[src/rtl/core/mcl_pkg.sv]
// Shared types, codes and constants of the controller learn mapper.
`timescale 1ns / 1ps

package mcl_pkg;

  localparam int DEF_NUM_SLOTS = 10;
  localparam int DEF_NUM_STEMS = 6;

  localparam int OP_W   = 3;
  localparam int SLOT_W = 4;
  localparam int CC_W   = 7;
  localparam int CH_W   = 6;
  localparam int VAL_W  = 7;
  localparam int MCC_W  = 8;
  localparam int KIND_W = 2;

  localparam logic [OP_W-1:0] OP_MSG       = 3'd0;
  localparam logic [OP_W-1:0] OP_LEARN_ON  = 3'd1;
  localparam logic [OP_W-1:0] OP_LEARN_OFF = 3'd2;
  localparam logic [OP_W-1:0] OP_SET       = 3'd3;
  localparam logic [OP_W-1:0] OP_REMOVE    = 3'd4;
  localparam logic [OP_W-1:0] OP_QUERY     = 3'd5;

  localparam logic [KIND_W-1:0] KIND_VOLUME  = 2'd0;
  localparam logic [KIND_W-1:0] KIND_TRIGGER = 2'd1;
  localparam logic [KIND_W-1:0] KIND_LEARNED = 2'd2;
  localparam logic [KIND_W-1:0] KIND_QUERY   = 2'd3;

  localparam logic signed [MCC_W-1:0] UNMAPPED_CC = -8'sd1;
  localparam logic signed [CH_W-1:0]  ANY_CH      = -6'sd1;
  localparam logic [VAL_W-1:0]        TRIG_LEVEL  = 7'd64;

  typedef enum logic [1:0] {
    CMD_MSG,
    CMD_SET,
    CMD_REMOVE,
    CMD_QUERY
  } cmd_t;

  typedef enum logic {
    ST_IDLE,
    ST_RUN
  } state_t;

  // Command packet that walks down the row of slot cells.
  typedef struct packed {
    logic                     vld;
    cmd_t                     cmd;
    logic                     learned;
    logic [SLOT_W-1:0]        slot;
    logic [CC_W-1:0]          cc;
    logic signed [CH_W-1:0]   ch;
    logic [VAL_W-1:0]         val;
    logic signed [MCC_W-1:0]  qcc;
  } pkt_t;

  // Match report of one cell.
  typedef struct packed {
    logic              vld;
    logic [KIND_W-1:0] kind;
    logic [SLOT_W-1:0] target;
    logic [VAL_W-1:0]  level;
  } hit_t;

endpackage

[src/rtl/core/mcl_cell.sv]
// One slot cell: holds a mapping, acts on the passing packet, hands it on.
`timescale 1ns / 1ps

module mcl_cell import mcl_pkg::*; #(
  parameter int   IDX     = 0,
  parameter logic IS_STEM = 1'b1
) (
  input  logic clk,
  input  logic rst,
  input  logic adv,
  input  pkt_t pkt_in,
  output pkt_t pkt_out,
  output hit_t hit
);

  logic signed [MCC_W-1:0] entry_cc;
  logic signed [CH_W-1:0]  entry_ch;
  logic                    sel;
  logic                    cc_eq;
  logic                    ch_ok;
  logic                    fire;
  pkt_t                    pkt_fwd;

  assign sel   = (pkt_in.slot == SLOT_W'(IDX));
  assign cc_eq = (entry_cc == {1'b0, pkt_in.cc});
  assign ch_ok = (entry_ch == ANY_CH) || (entry_ch == pkt_in.ch);
  assign fire  = pkt_in.vld && (pkt_in.cmd == CMD_MSG) && cc_eq && ch_ok &&
                 (IS_STEM || (pkt_in.val >= TRIG_LEVEL));

  always_comb begin
    hit.vld    = fire;
    hit.kind   = IS_STEM ? KIND_VOLUME : KIND_TRIGGER;
    hit.target = SLOT_W'(IDX);
    hit.level  = IS_STEM ? pkt_in.val : '0;
  end

  // Pass the packet on; a query for this slot picks up the stored number.
  always_comb begin
    pkt_fwd = pkt_in;
    if (pkt_in.cmd == CMD_QUERY && sel) begin
      pkt_fwd.qcc = entry_cc;
    end
  end

  always_ff @(posedge clk) begin
    if (rst) begin
      entry_cc <= UNMAPPED_CC;
      entry_ch <= ANY_CH;
    end else if (adv && pkt_in.vld) begin
      case (pkt_in.cmd)
        CMD_SET: begin
          if (sel) begin
            entry_cc <= {1'b0, pkt_in.cc};
            entry_ch <= pkt_in.ch;
          end else if (cc_eq) begin
            entry_cc <= UNMAPPED_CC;
            entry_ch <= ANY_CH;
          end
        end
        CMD_REMOVE: begin
          if (sel) begin
            entry_cc <= UNMAPPED_CC;
            entry_ch <= ANY_CH;
          end
        end
        default: ;
      endcase
    end
  end

  always_ff @(posedge clk) begin
    if (rst) begin
      pkt_out.vld <= 1'b0;
    end else if (adv) begin
      pkt_out <= pkt_fwd;
    end
  end

endmodule

[src/rtl/core/mcl_ctrl.sv]
// Sequencer: launches packets, gathers cell hits, drives the result register.
`timescale 1ns / 1ps

module mcl_ctrl import mcl_pkg::*; #(
  parameter int NUM_SLOTS = DEF_NUM_SLOTS
) (
  input  logic                     clk,
  input  logic                     rst,
  input  logic                     in_valid,
  output logic                     in_ready,
  input  logic [OP_W-1:0]          op,
  input  logic [SLOT_W-1:0]        slot,
  input  logic [CC_W-1:0]          cc_number,
  input  logic signed [CH_W-1:0]   channel,
  input  logic [VAL_W-1:0]         cc_value,
  output logic                     out_valid,
  input  logic                     out_ready,
  output logic [KIND_W-1:0]        kind,
  output logic [SLOT_W-1:0]        target,
  output logic [VAL_W-1:0]         level,
  output logic signed [MCC_W-1:0]  mapped_cc,
  output logic                     last,
  output logic                     adv,
  output pkt_t                     pkt_head,
  input  pkt_t                     pkt_end,
  input  hit_t                     hits [NUM_SLOTS]
);

  state_t            state;
  state_t            state_next;
  logic              armed;
  logic [SLOT_W-1:0] learn_slot;
  hit_t              pend;
  hit_t              hit_any;
  pkt_t              launch;
  logic              launch_need;
  logic              accept;
  logic              slot_ok;
  logic              done;
  logic              final_v;
  logic [KIND_W-1:0] final_kind;
  logic [MCC_W-1:0]  final_mcc;
  logic              out_free;
  logic              push_mid;
  logic              push_end;

  assign accept  = in_valid && in_ready;
  assign slot_ok = ({1'b0, slot} < (SLOT_W+1)'(NUM_SLOTS));
  assign done    = pkt_end.vld;

  always_comb begin
    launch         = '0;
    launch.vld     = 1'b1;
    launch.cmd     = CMD_MSG;
    launch.slot    = slot;
    launch.cc      = cc_number;
    launch.ch      = channel;
    launch.val     = cc_value;
    launch.qcc     = UNMAPPED_CC;
    launch_need    = 1'b0;
    case (op)
      OP_MSG: begin
        launch_need = 1'b1;
        if (armed) begin
          launch.cmd     = CMD_SET;
          launch.learned = 1'b1;
          launch.slot    = learn_slot;
        end
      end
      OP_SET: begin
        launch.cmd  = CMD_SET;
        launch_need = slot_ok;
      end
      OP_REMOVE: begin
        launch.cmd  = CMD_REMOVE;
        launch_need = 1'b1;
      end
      OP_QUERY: begin
        launch.cmd  = CMD_QUERY;
        launch_need = 1'b1;
      end
      default: launch_need = 1'b0;
    endcase
  end

  // Only the firing cell contributes; idle cells still show their constants.
  always_comb begin
    hit_any = '0;
    for (int i = 0; i < NUM_SLOTS; i++) begin
      if (hits[i].vld) begin
        hit_any = hit_any | hits[i];
      end
    end
  end

  always_comb begin
    final_v    = 1'b0;
    final_kind = KIND_QUERY;
    final_mcc  = pkt_end.qcc;
    if (pend.vld) begin
      final_v = 1'b1;
    end else if (pkt_end.learned) begin
      final_v    = 1'b1;
      final_kind = KIND_LEARNED;
      final_mcc  = {1'b0, pkt_end.cc};
    end else if (pkt_end.cmd == CMD_QUERY) begin
      final_v = 1'b1;
    end
  end

  assign out_free = !out_valid || out_ready;
  assign adv      = out_free || !((hit_any.vld && pend.vld) || (done && final_v));
  assign push_mid = out_free && hit_any.vld && pend.vld;
  assign push_end = out_free && done && final_v;

  always_comb begin
    state_next = state;
    case (state)
      ST_IDLE: if (accept && launch_need) state_next = ST_RUN;
      ST_RUN:  if (done && adv) state_next = ST_IDLE;
      default: state_next = ST_IDLE;
    endcase
  end

  always_comb begin
    case (state)
      ST_IDLE: in_ready = 1'b1;
      default: in_ready = 1'b0;
    endcase
  end

  always_ff @(posedge clk) begin
    if (rst) begin
      state <= ST_IDLE;
    end else begin
      state <= state_next;
    end
  end

  always_ff @(posedge clk) begin
    if (rst) begin
      armed      <= 1'b0;
      learn_slot <= '0;
    end else if (accept) begin
      case (op)
        OP_LEARN_ON: begin
          if (slot_ok) begin
            armed      <= 1'b1;
            learn_slot <= slot;
          end
        end
        OP_LEARN_OFF: armed <= 1'b0;
        OP_MSG:       armed <= 1'b0;
        default: ;
      endcase
    end
  end

  always_ff @(posedge clk) begin
    if (rst) begin
      pkt_head.vld <= 1'b0;
    end else if (accept && launch_need) begin
      pkt_head <= launch;
    end else if (adv) begin
      pkt_head.vld <= 1'b0;
    end
  end

  always_ff @(posedge clk) begin
    if (rst) begin
      pend.vld <= 1'b0;
    end else if (adv) begin
      if (hit_any.vld) begin
        pend <= hit_any;
      end else if (done) begin
        pend.vld <= 1'b0;
      end
    end
  end

  always_ff @(posedge clk) begin
    if (rst) begin
      out_valid <= 1'b0;
    end else if (push_mid) begin
      out_valid <= 1'b1;
      kind      <= pend.kind;
      target    <= pend.target;
      level     <= pend.level;
      mapped_cc <= '0;
      last      <= 1'b0;
    end else if (push_end) begin
      out_valid <= 1'b1;
      last      <= 1'b1;
      if (pend.vld) begin
        kind      <= pend.kind;
        target    <= pend.target;
        level     <= pend.level;
        mapped_cc <= '0;
      end else begin
        kind      <= final_kind;
        target    <= pkt_end.slot;
        level     <= '0;
        mapped_cc <= final_mcc;
      end
    end else if (out_ready) begin
      out_valid <= 1'b0;
    end
  end

endmodule

[src/rtl/core/midi_cc_learn_mapper.sv]
// Top level of the controller learn mapper: sequencer plus a row of slot cells.
`timescale 1ns / 1ps

// Maps MIDI controller messages to stem volume and transport actions through a
// table of NUM_SLOTS slots, one slot per cell in a row of cells. Each accepted
// item becomes a command packet that walks the row one cell per cycle while the
// output side does not stall; every cell applies set, remove, learn capture or
// query to its own mapping as the packet passes and reports a match for
// controller messages. Results leave in slot order through a registered output;
// the last result of an item carries last = 1. A controller message, set,
// remove or query holds in_ready low until its packet has walked the whole
// cell row and come back. Start learn, stop learn, out-of-range set and
// unknown ops are absorbed in the accept cycle, so the next item can transfer
// in the cycle after. While learning is armed, the next controller message is
// captured into the learn slot and answered by a single learned result. All
// mappings reset to unmapped on any channel.
module midi_cc_learn_mapper import mcl_pkg::*; #(
  parameter int NUM_SLOTS = DEF_NUM_SLOTS,
  parameter int NUM_STEMS = DEF_NUM_STEMS
) (
  input  logic                     clk,
  input  logic                     rst,
  input  logic                     in_valid,
  output logic                     in_ready,
  input  logic [OP_W-1:0]          op,
  input  logic [SLOT_W-1:0]        slot,
  input  logic [CC_W-1:0]          cc_number,
  input  logic signed [CH_W-1:0]   channel,
  input  logic [VAL_W-1:0]         cc_value,
  output logic                     out_valid,
  input  logic                     out_ready,
  output logic [KIND_W-1:0]        kind,
  output logic [SLOT_W-1:0]        target,
  output logic [VAL_W-1:0]         level,
  output logic signed [MCC_W-1:0]  mapped_cc,
  output logic                     last
);

  // Packet taps between cells: pkt[0] leaves the sequencer, pkt[NUM_SLOTS]
  // returns to it and marks the end of the walk.
  pkt_t pkt [NUM_SLOTS+1];
  hit_t hits [NUM_SLOTS];
  logic adv;

  mcl_ctrl #(
    .NUM_SLOTS (NUM_SLOTS)
  ) u_ctrl (
    .clk       (clk),
    .rst       (rst),
    .in_valid  (in_valid),
    .in_ready  (in_ready),
    .op        (op),
    .slot      (slot),
    .cc_number (cc_number),
    .channel   (channel),
    .cc_value  (cc_value),
    .out_valid (out_valid),
    .out_ready (out_ready),
    .kind      (kind),
    .target    (target),
    .level     (level),
    .mapped_cc (mapped_cc),
    .last      (last),
    .adv       (adv),
    .pkt_head  (pkt[0]),
    .pkt_end   (pkt[NUM_SLOTS]),
    .hits      (hits)
  );

  // Build the row; the first NUM_STEMS cells are volume slots, the rest
  // fire transport triggers.
  for (genvar i = 0; i < NUM_SLOTS; i++) begin : g_cell
    mcl_cell #(
      .IDX     (i),
      .IS_STEM (i < NUM_STEMS)
    ) u_cell (
      .clk     (clk),
      .rst     (rst),
      .adv     (adv),
      .pkt_in  (pkt[i]),
      .pkt_out (pkt[i+1]),
      .hit     (hits[i])
    );
  end

endmodule

[config.mk]
export PLATFORM = sky130hd
export DESIGN_NAME = midi_cc_learn_mapper
export DESIGN_NICKNAME = d
export VERILOG_FILES = /design/src/rtl/core/mcl_pkg.sv /design/src/rtl/core/mcl_cell.sv /design/src/rtl/core/mcl_ctrl.sv /design/src/rtl/core/midi_cc_learn_mapper.sv
export SDC_FILE = /design/constraint.sdc
export NUM_CORES = 1
export LEC_CHECK = 0
export BUFFER_PORTS_ARGS = -buffer_cell sky130_fd_sc_hd__buf_2
export CORE_ASPECT_RATIO = 2
export CORE_MARGIN = 2
export CORE_UTILIZATION = 44
export CTS_BUF_LIST = sky130_fd_sc_hd__clkbuf_16
export DETAILED_ROUTE_END_ITERATION = 7
export GPL_ROUTABILITY_DRIVEN = 0
export PLACE_DENSITY = 0.57
export SYNTH_ARGS = -nofsm -noshare
export SYNTH_HDL_FRONTEND = slang
export SYNTH_SLANG_ARGS = --single-unit
export TNS_END_PERCENT = 10
[constraint.sdc]
create_clock -name clk -period 49.3 [get_ports clk]
set_input_delay 12.325 -clock clk [delete_from_list [all_inputs] [get_ports clk]]
set_output_delay 12.325 -clock clk [all_outputs]
set_load 0.01 [all_outputs]
==> results.yml <==
timing:
  finalCritPeriodShare_pct: 31.92
  drv_slew: 0
  fmax_mhz: 63.55
  fin_crit_ns: 15.74
  worstMarginPinSlew_ns: 1.218
  rsz0062_at_grt: "false"
  fin_skew_ns: 0.02183
  fin_hold_ws_ns: 0.4163
  relSlewSlack_pct: 18.64
  fin_tns_setup_ns: 0
  finalSetupViolCount: 0
  setup_slack_ns: 33.56
  hold_violations: 0
clock_network:
  htreeDepth: 2
  cts_hold_buffers: 0
  numCtsBuffers: 48
  cts_tree: "yes"
  clkTransAtPathRegs_ns: 0.06
  cts.sinks: 533
  clk_path_buf_depth: 3
  postCtsSetupRepairBufs: 0
  ctsResizeCount: 0
  root_buffer: "clkbuf_16"
  insertion_delay_ns: 0.56
worst_hold_path:
  min_path_type: "flip-flop to flip-flop"
  hold_path.startpoint: "g_cell[1].u_cell.pkt_out[32]"
floorplanning:
  dieArea_um2: 51890
  rows: 115
  start_util_pct: 44.68
  core_um2: 49210
  fp.dieW_um: 162.1
  io-pin-count: 55
  die_h_um: 320.1
cells_and_area:
  fillers: 4261
  area_delta_synth_final_pct: 10.80
  antennaDiodeCount: 0
  fin_nets: 1737
  fin_area_um2: 24360
  drive_gt1_share_pct: 14.33
  finalNonFillerCells: 2346
worst_setup_path:
  critPathMaxFanout: 69
  crit_arrival_ns: 15.92
  crit_type: "primary input to flip-flop"
  crit_start: "out_ready"
  worstSetupStartpointType: "primary input"
  r2r-start: "g_cell[1].u_cell.pkt_out[17]"
  worstPathRequired_ns: 49.49
  endpoint_kind: "flip-flop"
global_route:
  grt.overflow.total: 0
  grt_usage_pct: 17.54
  grt_first_pass_wirelength_um: 69580
  antenna_found_initial: 0
  grt_pass1_vias: 12770
  grt_max_degree: 92
place:
  place.port_buffers: 54
  post-place-ws_ns: 32.95
  dp.cells: 2259
  place_area_um2: 22880
  dp_hpwl_um: 32190
pwr:
  p_int_w: 0.0007000
  seq_power_share_pct: 56.8
  p_sw_w: 0.0001815
  ir_drop_uv: 27.96
  power_density_nw_per_um2: 36.18
  pwr-share-clk_pct: 40.4
  netSwitchingFraction_pct: 20.59
  power_frac_comb_pct: 2.7
  leakagePower_nw: 9.206
synthesis:
  synthArstFlopShare_pct: 0
  synth_nets: 1683
  synth.distinct_cells: 59
  ys_top_cells_by_count: "374 x edfxtp_1, 271 x nor2_1, 159 x dfxtp_1"
  yosysTopAreaCell: "edfxtp_1"
  synth_top_area_share_pct: 51.08
  synth_area_leaders: "edfxtp_1 51%, dfxtp_1 14%, mux2i_1 6.2%"
  postSynthCellCount: 1612
  ys_seq_elements: 533
  ys_warn_count: 0
  yosysSeqAreaShare_pct: 65.55
  synth_edf_count: 374
  synth.most_common_cell: "edfxtp_1"
  synth_flop_cell: "edfxtp_1"
  avgSynthCellArea_um2: 13.64
  syn-cell-area_um2: 21990
route:
  drc: 0
  vias: 12280
  wl_per_cell_um: 19.32
  drtIter0Drc: 661
  vias_per_cell: 5.234
  ant_nets: 0
  wl_um: 45330
  first_pass_iters: 5
flow_run:
  maxCapViolCount: 0
outcome:
  status: "completed"
[cells in the final DEF (no fill, tap or decap), drive strengths merged, types with 16 or more instances in the layout]
cell type,netlist,layout
or2,18,18
a22oi,21,21
and2,16,16
mux2,89,89
nand2,61,61
ha,40,40
inv,33,52
mux2i,137,137
nor3,21,21
or3,17,17
buf,14,65
xor2,90,90
nand4,18,18
clkbuf,47,49
nor4,21,21
nor2,271,271
edfxtp,374,374
xnor2,40,40
nand3,23,23
dfxtp,159,159
[area by class of cell]
cell class	count	area, um2	area share (%)
tap	643	804.5	3.302
multi-input combinational	984	7178	29.46
inverter	34	128.9	0.5290
clock inverter	38	256.5	1.053
clock buffer	49	1226	5.033
sequential	533	14410	59.16
timing repair buffer	65	355.3	1.459
[routing by layer]
layer  up-vias  wire, um  GRT usage, %
li1       5893         -             -
met1      6054     14680         16.19
met2       235     26170         35.41
met3        98      1551         2.056
met4         0      2921         10.60
met5         -         0             0
[through the flow]
stage | total power (W) | util (%)
floorplan | 0.0005295 | -
global placement | 0.0005340 | 46.50
detailed placement | 0.0005353 | 46.50
CTS | 0.0008917 | 49.51
global route | 0.0009109 | 49.51
finish | 0.0008815 | 49.51
[worst paths after layout]
kind / endpoint / slack, ns / cells after the start
worst min register to register: g_cell[2].u_cell.pkt_out[32] / 0.42 / 0
worst max register to register: g_cell[5].u_cell.pkt_out[5] / 43.35 / 9
worst min-delay path: g_cell[2].u_cell.pkt_out[32] / 0.42 / 0
worst max-delay path: g_cell[5].u_cell.pkt_out[5] / 33.56 / 7
[sequential cells by signal, indices dropped and copies added (netlist names)]
name                    cells
u_ctrl.armed                1
u_ctrl.out_valid            1
u_ctrl.pend                13
g_cell.u_cell.entry_cc     80
u_ctrl.target               4
u_ctrl.level                7
u_ctrl.kind                 2
u_ctrl.learn_slot           4
u_ctrl.pkt_head            28
u_ctrl.state                1
g_cell.u_cell.entry_ch     60
g_cell.u_cell.pkt_out     323
u_ctrl.last                 1
u_ctrl.mapped_cc            8
[logic make-up (layout without fill, tap and decap cells)]
kind of cell | count (synthesis) | in the layout | share of synthesized area (%)
AND/OR/NAND/NOR | 494 | 494 | 10.30
flip-flops | 533 | 533 | 65.55
AO/OA/AOI/OAI | 94 | 94 | 3.886
XOR/XNOR | 130 | 130 | 5.178
buffers and inverters | 95 | 186 | 2.014
adder cells (fa/ha/maj) | 40 | 40 | 2.276
multiplexers | 226 | 226 | 10.79
[critical path: stages]
cell and delay, ns:
buf_2 0.10, nand2b_1 0.21, a21oi_1 0.20, o21a_1 0.41
nor2_4 1.00, buf_4 0.83, buf_4 0.70
[power groups by stage]
stage / sequential [W] / clock, W / combinational (W)
floorplan: 0.000513 / 0 / 0.0000165
global placement: 0.000510 / 0 / 0.0000238
detailed placement: 0.000511 / 0 / 0.0000244
CTS: 0.000501 / 0.000366 / 0.0000245
global route: 0.000502 / 0.000382 / 0.0000266
finish: 0.000501 / 0.000357 / 0.0000238
Power figures use the tool's default switching activity.
